===== config.mk =====
export PLATFORM = sky130hd
export DESIGN_NAME = max_gap_seat_allocator_unit
export DESIGN_NICKNAME = d
export VERILOG_FILES = /design/src/mgsa_pkg.sv /design/src/max_gap_seat_allocator_unit.sv
export VERILOG_INCLUDE_DIRS = /design/src /design/src/src
export SDC_FILE = /design/constraint.sdc
export NUM_CORES = 1
export LEC_CHECK = 0
export BUFFER_PORTS_ARGS = -buffer_cell sky130_fd_sc_hd__buf_2
export CAP_MARGIN = 20
export CORE_ASPECT_RATIO = 0.6
export CORE_MARGIN = 2
export CORE_UTILIZATION = 50
export CTS_CLUSTER_SIZE = 14
export DETAILED_ROUTE_END_ITERATION = 8
export GPL_TIMING_DRIVEN = 0
export HOLD_SLACK_MARGIN = 0.15
export PLACE_DENSITY = 0.69
export SETUP_SLACK_MARGIN = 0.02
export SYNTH_ARGS = -nofsm -noshare
export SYNTH_HDL_FRONTEND = slang
export SYNTH_SLANG_ARGS = --single-unit

===== constraint.sdc =====
create_clock -name i_clk -period 3.4 [get_ports i_clk]
set_clock_uncertainty 0.15 [all_clocks]
set_input_delay 0.68 -clock i_clk [delete_from_list [all_inputs] [get_ports i_clk]]
set_output_delay 0.68 -clock i_clk [all_outputs]
set_load 0.01 [all_outputs]

===== src/max_gap_seat_allocator_unit_macros.svh =====
// assertion macros for the seat allocator
`ifndef MAX_GAP_SEAT_ALLOCATOR_UNIT_MACROS_SVH
`define MAX_GAP_SEAT_ALLOCATOR_UNIT_MACROS_SVH

// same-cycle implication
`define MGSA_ASSERT_NOW(label, ante, cons) \
    label: assert property (@(posedge i_clk) disable iff (!i_rst_n) (ante) |-> (cons)) \
        else $error("seat allocator check failed");

// next-cycle implication
`define MGSA_ASSERT_NEXT(label, ante, cons) \
    label: assert property (@(posedge i_clk) disable iff (!i_rst_n) (ante) |=> (cons)) \
        else $error("seat allocator check failed");

`endif


===== src/mgsa_pkg.sv =====
package mgsa_pkg;

    localparam int MAX_SEATS = 64;
    localparam int IDX_W     = $clog2(MAX_SEATS);
    localparam int CNT_W     = $clog2(MAX_SEATS + 1);
    localparam int CFG_W     = 7;
    localparam int POS_W     = 6;

    localparam logic CMD_SEAT  = 1'b0;
    localparam logic CMD_LEAVE = 1'b1;

    typedef struct packed {
        logic             command;
        logic [POS_W-1:0] leave_position;
    } t_req;

    typedef struct packed {
        logic [POS_W-1:0] seat_position;
        logic             room_full;
    } t_rsp;

    typedef enum logic [1:0] {
        ST_IDLE,
        ST_SCAN,
        ST_FINAL,
        ST_COMMIT
    } t_state;

    // clamp the configured count into 1..MAX_SEATS
    function automatic logic [CNT_W-1:0] eff_count(input logic [CFG_W-1:0] c);
        logic [CNT_W-1:0] r;
        if (c == '0) begin
            r = CNT_W'(1);
        end else if (32'(c) > MAX_SEATS) begin
            r = CNT_W'(MAX_SEATS);
        end else begin
            r = CNT_W'(c);
        end
        return r;
    endfunction

endpackage


===== src/max_gap_seat_allocator_unit.sv =====
// seat request: accepted in idle, then the scan state visits each slot of the row (count n),
// a final state checks the right end and a commit state registers the result, waiting there
// while an earlier result is still held; no new request is taken until the commit is done
// leave request: taken in idle with no result
// synchronous active-low reset clears the occupancy map and sets the count to the maximum
module max_gap_seat_allocator_unit (
    input  logic                     i_clk,
    input  logic                     i_rst_n,
    input  logic                     i_cfg_we,
    input  logic [mgsa_pkg::CFG_W-1:0] i_cfg_wdata,
    input  logic                     i_req_valid,
    output logic                     o_req_ready,
    input  mgsa_pkg::t_req           i_req,
    output logic                     o_rsp_valid,
    input  logic                     i_rsp_ready,
    output mgsa_pkg::t_rsp           o_rsp
);

    `include "max_gap_seat_allocator_unit_macros.svh"

    mgsa_pkg::t_state r_state, n_state;

    logic [mgsa_pkg::CFG_W-1:0]  r_seat_count;
    logic [mgsa_pkg::MAX_SEATS-1:0] r_map, n_map;
    logic [mgsa_pkg::CNT_W-1:0] r_n, n_n;
    logic [mgsa_pkg::IDX_W-1:0] r_idx, n_idx;
    logic [mgsa_pkg::IDX_W-1:0] r_prev, n_prev;
    logic                       r_any, n_any;
    logic [mgsa_pkg::IDX_W-1:0] r_best_d, n_best_d;
    logic [mgsa_pkg::IDX_W-1:0] r_best_p, n_best_p;
    logic                       r_rsp_valid, n_rsp_valid;
    mgsa_pkg::t_rsp             r_rsp, n_rsp;

    logic [mgsa_pkg::CNT_W-1:0] cur_n;
    logic                       req_fire;
    logic                       commit_fire;
    logic                       room_full;
    logic                       last_idx;
    logic [mgsa_pkg::IDX_W-1:0] gap;
    logic [mgsa_pkg::IDX_W-1:0] cand_d;
    logic [mgsa_pkg::IDX_W-1:0] cand_p;
    logic [mgsa_pkg::IDX_W-1:0] tail_d;
    logic [mgsa_pkg::IDX_W-1:0] n_last;

    assign cur_n       = mgsa_pkg::eff_count(r_seat_count);
    assign req_fire    = i_req_valid && o_req_ready;
    assign commit_fire = (r_state == mgsa_pkg::ST_COMMIT) && (!r_rsp_valid || i_rsp_ready);
    assign room_full   = (r_best_d == '0);
    assign n_last      = mgsa_pkg::IDX_W'(r_n - mgsa_pkg::CNT_W'(1));
    assign last_idx    = (r_idx == n_last);

    // distance unit for the slot scan and the right end
    assign gap    = mgsa_pkg::IDX_W'((r_idx - r_prev) >> 1);
    assign cand_d = r_any ? gap : r_idx;
    assign cand_p = r_any ? mgsa_pkg::IDX_W'(r_prev + gap) : '0;
    assign tail_d = n_last - r_prev;

    // next state
    always_comb begin
        n_state = r_state;
        case (r_state)
            mgsa_pkg::ST_IDLE: begin
                if (req_fire && (i_req.command == mgsa_pkg::CMD_SEAT)) begin
                    n_state = mgsa_pkg::ST_SCAN;
                end
            end
            mgsa_pkg::ST_SCAN: begin
                if (last_idx) begin
                    n_state = mgsa_pkg::ST_FINAL;
                end
            end
            mgsa_pkg::ST_FINAL: begin
                n_state = mgsa_pkg::ST_COMMIT;
            end
            mgsa_pkg::ST_COMMIT: begin
                if (commit_fire) begin
                    n_state = mgsa_pkg::ST_IDLE;
                end
            end
            default: begin
                n_state = mgsa_pkg::ST_IDLE;
            end
        endcase
    end

    // outputs
    always_comb begin
        o_req_ready = 1'b0;
        case (r_state)
            mgsa_pkg::ST_IDLE: begin
                o_req_ready = 1'b1;
            end
            default: begin
                o_req_ready = 1'b0;
            end
        endcase
    end

    assign o_rsp_valid = r_rsp_valid;
    assign o_rsp       = r_rsp;

    // datapath next values
    always_comb begin
        n_map       = r_map;
        n_n         = r_n;
        n_idx       = r_idx;
        n_prev      = r_prev;
        n_any       = r_any;
        n_best_d    = r_best_d;
        n_best_p    = r_best_p;
        n_rsp       = r_rsp;
        n_rsp_valid = r_rsp_valid && !i_rsp_ready;
        case (r_state)
            mgsa_pkg::ST_IDLE: begin
                if (req_fire) begin
                    if (i_req.command == mgsa_pkg::CMD_LEAVE) begin
                        if (mgsa_pkg::CNT_W'(i_req.leave_position) < cur_n) begin
                            n_map[mgsa_pkg::IDX_W'(i_req.leave_position)] = 1'b0;
                        end
                    end else begin
                        n_n      = cur_n;
                        n_idx    = '0;
                        n_prev   = '0;
                        n_any    = 1'b0;
                        n_best_d = '0;
                        n_best_p = '0;
                    end
                end
            end
            mgsa_pkg::ST_SCAN: begin
                if (r_map[r_idx]) begin
                    if (cand_d > r_best_d) begin
                        n_best_d = cand_d;
                        n_best_p = cand_p;
                    end
                    n_prev = r_idx;
                    n_any  = 1'b1;
                end
                n_idx = r_idx + mgsa_pkg::IDX_W'(1);
            end
            mgsa_pkg::ST_FINAL: begin
                if (!r_any) begin
                    n_best_d = mgsa_pkg::IDX_W'(1);
                    n_best_p = '0;
                end else if (tail_d > r_best_d) begin
                    n_best_d = tail_d;
                    n_best_p = n_last;
                end
            end
            mgsa_pkg::ST_COMMIT: begin
                if (commit_fire) begin
                    n_rsp_valid = 1'b1;
                    if (room_full) begin
                        n_rsp.seat_position = '0;
                        n_rsp.room_full     = 1'b1;
                    end else begin
                        n_map[r_best_p]     = 1'b1;
                        n_rsp.seat_position = mgsa_pkg::POS_W'(r_best_p);
                        n_rsp.room_full     = 1'b0;
                    end
                end
            end
            default: begin
                n_rsp_valid = r_rsp_valid;
            end
        endcase
    end

    always_ff @(posedge i_clk) begin
        if (!i_rst_n) begin
            r_state      <= mgsa_pkg::ST_IDLE;
            r_seat_count <= mgsa_pkg::CFG_W'(mgsa_pkg::MAX_SEATS);
            r_map        <= '0;
            r_rsp_valid  <= 1'b0;
        end else begin
            r_state      <= n_state;
            r_map        <= n_map;
            r_rsp_valid  <= n_rsp_valid;
            if (i_cfg_we) begin
                r_seat_count <= i_cfg_wdata;
            end
        end
    end

    always_ff @(posedge i_clk) begin
        r_n      <= n_n;
        r_idx    <= n_idx;
        r_prev   <= n_prev;
        r_any    <= n_any;
        r_best_d <= n_best_d;
        r_best_p <= n_best_p;
        r_rsp    <= n_rsp;
    end

    `MGSA_ASSERT_NOW(a_full_pos_zero, o_rsp_valid && o_rsp.room_full, o_rsp.seat_position == '0)
    `MGSA_ASSERT_NOW(a_scan_in_range, r_state == mgsa_pkg::ST_SCAN, mgsa_pkg::CNT_W'(r_idx) < r_n)
    `MGSA_ASSERT_NOW(a_best_in_range, r_state == mgsa_pkg::ST_COMMIT, mgsa_pkg::CNT_W'(r_best_p) < r_n)
    `MGSA_ASSERT_NEXT(a_commit_sets_map, commit_fire && !room_full, r_map[$past(r_best_p)])

endmodule


==> impl_metrics.ini, run 1 <==
[sta]
finalSetupViolCount = 12
worstMarginPinSlew_ns = 1.17
tns_ns = -5.02
hold_viol = 0
setup_ws_ns = -0.427
fmax_ghz = 0.261
relSlewSlack_pct = 21.6
rsz0062_at_grt = yes
final.period_utilization_pct = 113
drv_slew = 0
min_period_ns = 3.83

[power_and_ir_drop]
ir_drop_v = 0.000310
p_sw_mw = 2.31
cellPowerDensity_mw_per_mm2 = 694
combPwrFrac_pct = 51.1
p_leak_nw = 3.59
power_frac_clock_pct = 17.8
p_total_mw = 5.53
sw_frac_of_total_pct = 41.8
power.internal_mw = 3.22
seq_power_share_pct = 31.1

[yosys]
synth_edf_count = 38
synth-async-reset-ratio_pct = 0
ys.flop_type = dfxtp_1
synth_xor_area_share_pct = 3.49
synth_cells = 738
synth_seq_cells = 112
ys_seq_area_share_pct = 37.5
syn-num-nets = 797
synth_top_family_by_area = compound AO/OA/AOI/OAI gates
yosysWarnings = 0
synth_cell_types = 66
synth_area_sq_mm = 0.00699
syn_avg_cell_area_sq_um = 9.47
synth-compound-area-share_pct = 22.9
synth-simple-area-share_pct = 16.4
synthAdderAreaFrac_pct = 7.49
synth_mux_area_share_pct = 6.77

[routing]
wl_per_cell_um = 22.9
ant_nets = 0
wirelength_um = 22700
via_per_inst = 6.63
vias = 6577
drt_iter0_drc = 780
first_pass_iters = 6
drc = 0

[cells_and_area]
fillers = 1179
finish.utilization_pct = 58.3
nets = 854
area_delta_synth_final_pct = 14.0
drive_gt1_share_pct = 14.9
layout.cells.non_filler = 992
n_antenna_cell = 0

[setup_path]
crit_type = reg2reg
cp_slowest_cell = edfxtp_1
crit_chain = inv_2 > ha_4 > xor2_4 > ha_1 > a21o_1 > a21oi_2 > xnor2_2 > ha_1 > and4_1 > nand4_1 > o311ai_4 > a21oi_2 > nand4b_1 > nand3_4
cp-start-kind = flip-flop
worst_ep_required_time_ns = 3.31
critical_path.endpoint_type = flip-flop
crit_path_max_fanout = 6
crit_arrival_ns = 3.74
cp_slowest_stage_delay_ns = 0.41

[clock_network]
clock-root-buffer = clkbuf_16
ctsHoldBuffers = 0
clockBufferDepth = 2
path_clk_slew_ns = 0.07
numCtsBuffers = 9
cts_tree = done
cts_sinks = 112
clock_latency_ns = 0.35
htreeDepth = 3

[global_route]
grt_start_max_net_pins = 18
grt_pass1_vias = 6311
antenna_found_initial = 0
grt_pass1_wl_um = 35300
gr-usage-all-layers_pct = 31.5
grt_remaining_overflow = 0

[floorplanning]
std_cell_rows = 33
die-width_um = 157
core_sq_mm = 0.0137
die_area_sq_mm = 0.0150
io_pins = 28
initial_utilization_pct = 51.1
die_h_um = 95.6

[place]
dpl_worst_slack_ns = -0.808
dpl.hpwl_um = 16500
place_congestion = 0.955
dp.cells = 958
io_buffers = 24

[outcome]
outcome = complete, but fails checks
violations = negative setup slack

[job]
cap_violations = 0

[hold_path]
hold_path_class = reg2reg
registers in the layout, summed over array words and instances (netlist names):
signal        count
r_best_p          6
o_rsp_valid       1
r_state           2
r_any             1
r_prev            6
r_seat_count      7
r_map            64
r_best_d          6
o_rsp             7
r_idx             6
r_n               6
per-stage QoR:
step	area [sq um]	hold WS, ns
2_1_floorplan	6990	0.318
3_3_place_gp	7350	0.333
3_5_place_dp	7400	0.353
4_1_cts	7880	0.363
5_1_grt	7970	0.397
6_report	7970	0.357
cells in the mapped netlist (16+ instances only):
master,number,share of area [%]
a22oi_1,20,2.1
xnor2_1,17,2.1
inv_1,30,1.6
a41o_1,64,9.2
dfxtp_1,74,21
edfxtp_1,38,16
clkbuf_1,28,1.5
nand2_1,85,4.6
ha_1,37,6.6
nor2_1,38,2.0
a31oi_1,17,1.5
nor2b_1,16,1.4
mux2i_1,36,5.2
a21oi_1,67,4.8
kinds of logic after synthesis:
kind of cell | after synthesis
XOR/XNOR | 27
AO/OA/AOI/OAI | 208
multiplexers | 42
buffers and inverters | 80
AND/OR/NAND/NOR | 229
flip-flops | 112
adder cells (fa/ha/maj) | 40
worst max-delay path: cells and delay by family (launching register included):
kind | cells | cell delay (ns)
AND/OR/NAND/NOR | 4 | 0.94
buffers and inverters | 1 | 0.11
AO/OA/AOI/OAI | 4 | 0.78
flip-flops | 1 | 0.41
XOR/XNOR | 2 | 0.38
adder cells (fa/ha/maj) | 3 | 0.78
layer usage:
metal  track usage [%]  share of wire [%]  routed length (um)
met1              45.0                 43                9740
met2              45.2                 41                9340
met3              10.3                 14                3180
met4              9.33                2.1                 486
met5                 0                  0                   0
area by class of cell:
class	instances	area, sq um	share of cell area [%]
tap	192	240	3.02
inverter	31	116	1.46
buffer	49	260	3.27
clock buffer	10	229	2.87
timing repair buffer	45	278	3.49
clock inverter	6	36.3	0.456
sequential	112	2620	32.9
multi-input combinational	547	4180	52.5
what timing repair did:
item / 4_1_cts / 5_1_grt
setup buffers: 12 / 3
cloned: 1 / 0
setup endpoints to repair: 20 / 20
pin swaps: 15 / 14
gates resized for setup: 22 / 7
power by group through the flow:
stage	clock network [mW]	registers (mW)	logic, mW
after global placement	0	1.75	2.32
after detailed placement	0	1.75	2.44
after CTS	0.989	1.72	2.67
after floorplan	0	1.72	1.79
final	0.986	1.72	2.83
after global routing	1.04	1.74	3.05
layout by cell type, fill, tap and decap left out, drive strengths merged, types with 4 or more instances in the layout:
master,n
nor3b,6
clkinv,7
nand2b,14
buf,64
nand2,86
a31oi,17
nor2,39
a41o,64
edfxtp,38
ha,37
nand3,14
a21oi,69
xor2,10
mux2i,36
and2,14
dfxtp,74
a21o,8
nor2b,16
nand4,6
and3,5
a22oi,20
nor4,5
xnor2,17
nor3,14
clkbuf,40
o21ai,5
mux4,4
inv,30
worst paths after layout:
check / from / endpoint / slack [ns] / cells past startpoint
max: r_n[0]$_DFFE_PP_ / r_best_p[0]$_DFFE_PP_ / -0.43 / 14
min: r_state[0]$_SDFFE_PN0P_ / r_state[0]$_SDFFE_PN0P_ / 0.36 / 2
max reg2reg: r_n[0]$_DFFE_PP_ / r_best_p[0]$_DFFE_PP_ / -0.43 / 14
min reg2reg: r_state[0]$_SDFFE_PN0P_ / r_state[0]$_SDFFE_PN0P_ / 0.36 / 2
(Power assumes the default switching activity.)
==> run 2, diff against run 1 <==
--- a/config.mk
+++ b/config.mk
@@ -8,7 +8,7 @@
 export LEC_CHECK = 0
 export BUFFER_PORTS_ARGS = -buffer_cell sky130_fd_sc_hd__buf_2
 export CAP_MARGIN = 20
-export CORE_ASPECT_RATIO = 0.6
+export CORE_ASPECT_RATIO = 0.75
 export CORE_MARGIN = 2
 export CORE_UTILIZATION = 50
 export CTS_CLUSTER_SIZE = 14
==> impl_metrics.ini, run 2 (synthesized netlist as in run 1, its figures left out) <==
[clock_network]
htreeDepth = 3
clock_latency_ns = 0.37
clockBufferDepth = 2
numCtsBuffers = 9
cts_tree = done
clock-root-buffer = clkbuf_16
cts_sinks = 112
path_clk_slew_ns = 0.08

[routing]
wirelength_um = 21800
first_pass_iters = 5
ant_nets = 0
drt_iter0_drc = 1011
vias = 6398
drc = 0
wl_per_cell_um = 22.4
via_per_inst = 6.58

[floorplanning]
die_h_um = 106
initial_utilization_pct = 51.0
die_area_sq_mm = 0.0149
io_pins = 28
core_sq_mm = 0.0137
die-width_um = 140
std_cell_rows = 37

[outcome]
outcome = complete, but fails checks
violations = negative setup slack

[sta]
tns_ns = -3.33
drv_slew = 0
whs_ns = 0.360
min_period_ns = 3.69
final.period_utilization_pct = 109
worstMarginPinSlew_ns = 1.23
finalSetupViolCount = 12
fmax_ghz = 0.271
rsz0062_at_grt = yes
hold_viol = 0
setup_ws_ns = -0.290
relSlewSlack_pct = 17.4

[place]
dpl_cell_area_sq_mm = 0.00739
place_congestion = 0.946
io_buffers = 24
dpl.hpwl_um = 15400

[setup_path]
critical_path.endpoint_type = flip-flop
cp-start-kind = flip-flop
crit_type = reg2reg
crit_arrival_ns = 3.61
crit_path_max_fanout = 6
worst_ep_required_time_ns = 3.32

[cells_and_area]
layout_common_cells = 85 x nand2_1, 74 x dfxtp_1, 64 x a41o_1
largest_reg_flops = 64
nets = 852
drive_gt1_share_pct = 15.2
area_delta_synth_final_pct = 14.0
finish.utilization_pct = 58.1
stdcell_area_sq_mm = 0.00796
fillers = 1158
final_common_cell = nand2_1
n_antenna_cell = 0
largest_register = r_map

[global_route]
grt_start_max_net_pins = 20
antenna_found_initial = 0
grt_remaining_overflow = 0
grt_pass1_vias = 6171
gr-usage-all-layers_pct = 29.7
grt_pass1_wl_um = 34000

[power_and_ir_drop]
p_leak_nw = 3.60
cellPowerDensity_mw_per_mm2 = 700
p_total_mw = 5.58
ir_drop_v = 0.000384

[hold_path]
hold_path_class = reg2reg

[job]
cap_violations = 0
==> run 2: cell count changes in the layout (fill, tap and decap cells not counted), moves of 2 or more <==
cell        previous run  this run
buf_2                 28        30
buf_4                 22        19
clkinv_4               2         4
clkbuf_4               2         0
clkinv_1               2         0
clkinv_2               3         0
clkinvlp_4             0         2
==> run 2: power by group <==
| group | internal (mW) | switching (mW) |
|---|---|---|
| registers | 1.61 | 0.110 |
| logic | 1.09 | 1.65 |
| clock network | 0.580 | 0.532 |
| total | 3.28 | 2.29 |
==> run 2: layout make-up <==
class	instances	area [sq um]	share of cell area [%]
repair buffers	43	262	3.28
multi-input cells	547	4170	52.4
plain buffers	49	262	3.28
well taps	175	219	2.75
clock buffers	9	225	2.83
inverters	31	120	1.51
flip-flops and latches	112	2620	32.9
clock inverters	7	81.3	1.02
==> run 2: metrics by stage <==
step                      setup WS (ns)  std cells
after detailed placement         -0.684        943
after floorplan                  0.0496        738
after global routing             -0.483        973
after CTS                        -0.230        968
final                            -0.290        973
after global placement           -0.686        937
==> run 2: per-layer routing <==
layer  GRT usage (%)  vias up  share of wire (%)
met5               0        -                  0
li1                -     2874                  -
met2            45.0      431                 43
met1            42.1     3043                 41
met4            7.71        0                1.8
met3            8.42       50                 14
==> run 2: critical path, stage by stage (launching register included) <==
cell and delay [ns]:
edfxtp_1 0.47, inv_2 0.12, ha_4 0.17, nor3b_4 0.22
xor2_2 0.16, buf_6 0.14, ha_4 0.22, a21oi_2 0.15
o21ai_2 0.09, xor2_2 0.16, ha_1 0.30, nand4_1 0.21
o311ai_4 0.16, a21oi_2 0.19, nand4b_1 0.26, nand3_4 0.23
==> run 2: worst paths after layout <==
path | from | to | slack, ns | depth (start not counted)
setup / recovery | r_n[0]$_DFFE_PP_ | r_best_p[2]$_DFFE_PP_ | -0.29 | 15
hold / removal | r_state[1]$_SDFFE_PN0P_ | r_state[1]$_SDFFE_PN0P_ | 0.36 | 2
setup reg to reg | r_n[0]$_DFFE_PP_ | r_best_p[2]$_DFFE_PP_ | -0.29 | 15
hold reg to reg | r_state[1]$_SDFFE_PN0P_ | r_state[1]$_SDFFE_PN0P_ | 0.36 | 2
==> run 2: repair_timing <==
item                                    in CTS  in global routing
gates cloned                                 1                  0
endpoints found under the setup margin      20                 17
buffers inserted                             8                  5
hold buffers                                 0                  0
gates resized for setup                     24                  7
pin swaps                                   16                 10
==> run 3, diff against run 2 <==
--- a/config.mk
+++ b/config.mk
@@ -9,7 +9,6 @@
 export BUFFER_PORTS_ARGS = -buffer_cell sky130_fd_sc_hd__buf_2
 export CAP_MARGIN = 20
 export CORE_ASPECT_RATIO = 0.75
-export CORE_MARGIN = 2
 export CORE_UTILIZATION = 50
 export CTS_CLUSTER_SIZE = 14
 export DETAILED_ROUTE_END_ITERATION = 8
@@ -20,3 +19,4 @@
 export SYNTH_ARGS = -nofsm -noshare
 export SYNTH_HDL_FRONTEND = slang
 export SYNTH_SLANG_ARGS = --single-unit
+export TNS_END_PERCENT = 20
==> impl_metrics.ini, run 3 (synthesized netlist as in run 1, its figures left out) <==
[outcome]
outcome = complete, but fails checks
violations = design-rule violations, negative setup slack

[routing]
first_pass_iters = 8
vias = 6431
via_per_inst = 6.60
drc = 6
ant_nets = 0
drt_iter0_drc = 838
wirelength_um = 21800
wl_per_cell_um = 22.3

[power_and_ir_drop]
p_leak_nw = 3.60
power_frac_clock_pct = 19.3
combPwrFrac_pct = 49.4
ir_drop_v = 0.000307
p_total_mw = 5.51
cellPowerDensity_mw_per_mm2 = 693
sw_frac_of_total_pct = 41.0
p_sw_mw = 2.26
seq_power_share_pct = 31.3
power.internal_mw = 3.25

[setup_path]
r2r_slack_ns = -0.26
cp_slowest_cell = edfxtp_1
crit_type = reg2reg
crit_chain = inv_2 > ha_4 > nor3b_4 > xor2_4 > ha_4 > a21oi_2 > o21ai_1 > xor2_1 > ha_1 > nand4_1 > o311ai_4 > a21oi_2 > nand4b_1 > buf_4 > nand3_4
critPathTopFamily = adder cells
worst-path-buf-inv = 2
critPathLaunch = r_n[0]$_DFFE_PP_
crit_path_max_fanout = 6
worstReg2RegEnd = r_best_p[5]$_DFFE_PP_
crit_arrival_ns = 3.57
cp_slowest_stage_delay_ns = 0.43
ff2ff_path_depth = 15
critical_path.endpoint_type = flip-flop
r2r-start = r_n[0]$_DFFE_PP_
worst_ep_required_time_ns = 3.31
cp-start-kind = flip-flop

[sta]
min_period_ns = 3.66
drv_slew = 0
finalSetupViolCount = 19
tns_ns = -3.15
final.period_utilization_pct = 108
fmax_ghz = 0.273
rsz0062_at_grt = yes
setup_ws_ns = -0.261
hold_viol = 0
worstMarginPinSlew_ns = 1.25
relSlewSlack_pct = 15.9

[global_route]
grt_pass1_wl_um = 34300
antenna_found_initial = 0
gr-usage-all-layers_pct = 30.9
grt_start_max_net_pins = 18
grt_remaining_overflow = 0
grt_pass1_vias = 6230

[floorplanning]
core_sq_mm = 0.0137
die-width_um = 138
initial_utilization_pct = 51.2
io_pins = 28
die_h_um = 104
die_area_sq_mm = 0.0145
std_cell_rows = 37

[place]
dpl.hpwl_um = 15500
io_buffers = 24
place_congestion = 0.907

[clock_network]
path_clk_slew_ns = 0.07
clock_latency_ns = 0.36
cts_tree = done
numCtsBuffers = 9
cts_sinks = 112
clockBufferDepth = 2
htreeDepth = 3
clock-root-buffer = clkbuf_16
ctsHoldBuffers = 0

[hold_path]
hold_depth = 2
hp-start = r_state[1]$_SDFFE_PN0P_
hold-path-endpoint = r_state[1]$_SDFFE_PN0P_
hold_path_class = reg2reg

[cells_and_area]
final_common_cell = nand2_1
multi_input_area_sq_mm = 0.00417
regArea_sq_mm = 0.00262
nets = 854
largest_reg_flops = 64
largest_register = r_map
fillers = 1172
n_antenna_cell = 0
area_delta_synth_final_pct = 13.8
drive_gt1_share_pct = 14.4
layout_common_cells = 85 x nand2_1, 74 x dfxtp_1, 64 x a21oi_1, 64 x a41o_1

[job]
cap_violations = 0
==> run 3: changes by cell type in the layout (fill, tap and decap cells not counted), moves of 2 or more <==
cell	delta
clkinv_1	+3
buf_4	+2
clkinv_4	-2
clkinvlp_4	-2
xor2_2	-2
==> run 3: worst min-delay path, delay by kind of cell (launching register included) <==
kind,cells,cell delay [ns]
AND/OR/NAND/NOR,1,0.06
flip-flops,1,0.34
multiplexers,1,0.05
==> run 3: stage by stage <==
step	instance area [sq um]	worst slack (ns)	std cells	hold WS, ns	util [%]
after floorplan	6990	0.0496	738	0.318	-
after global placement	7330	-0.750	937	0.340	53.7
after detailed placement	7390	-0.794	943	0.342	54.1
after CTS	7890	-0.182	972	0.352	57.8
after global routing	7950	-0.411	975	0.380	58.2
final	7950	-0.261	975	0.351	58.2
==> run 3: worst max path at each step <==
stage	to	slack, ns	cells after the start
after global routing	r_best_p[5]$_DFFE_PP_	-0.41	15
final	r_best_p[5]$_DFFE_PP_	-0.26	15
after CTS	r_best_p[5]$_DFFE_PP_	-0.18	15
after global placement	r_best_d[4]$_DFFE_PP_	-0.75	14
after detailed placement	r_best_d[4]$_DFFE_PP_	-0.79	14
after floorplan	r_best_d[0]$_DFFE_PP_	0.05	14
==> run 3: metal layers <==
layer  global-route usage, %  wire (um)
met3                    8.33       2580
met2                    46.2       9190
met4                    9.95        600
met5                       0          0
met1                    43.2       9400
==> run 3: cell type report <==
class / instances / area share (%)
Buffer: 49 / 3.27
Clock buffer: 10 / 2.88
Clock inverter: 6 / 0.755
Inverter: 31 / 1.46
Multi-Input combinational cell: 547 / 52.4
Sequential cell: 112 / 33.0
Tap cell: 175 / 2.75
Timing Repair Buffer: 45 / 3.48
==> run 3: power groups by stage <==
stage | sequential [mW] | clock, mW | combinational (mW)
after floorplan | 1.72 | 0 | 1.79
after global placement | 1.75 | 0 | 2.33
after detailed placement | 1.76 | 0 | 2.40
after CTS | 1.72 | 1.06 | 2.61
after global routing | 1.74 | 1.13 | 2.94
final | 1.72 | 1.06 | 2.72
==> run 3: timing repair <==
action | CTS | global route
pin swaps | 14 | 8
setup buffers | 12 | 3
gates resized for setup | 21 | 6
endpoints found under the hold margin | 0 | 0
gates cloned | 1 | 0
endpoints found under the setup margin | 20 | 20
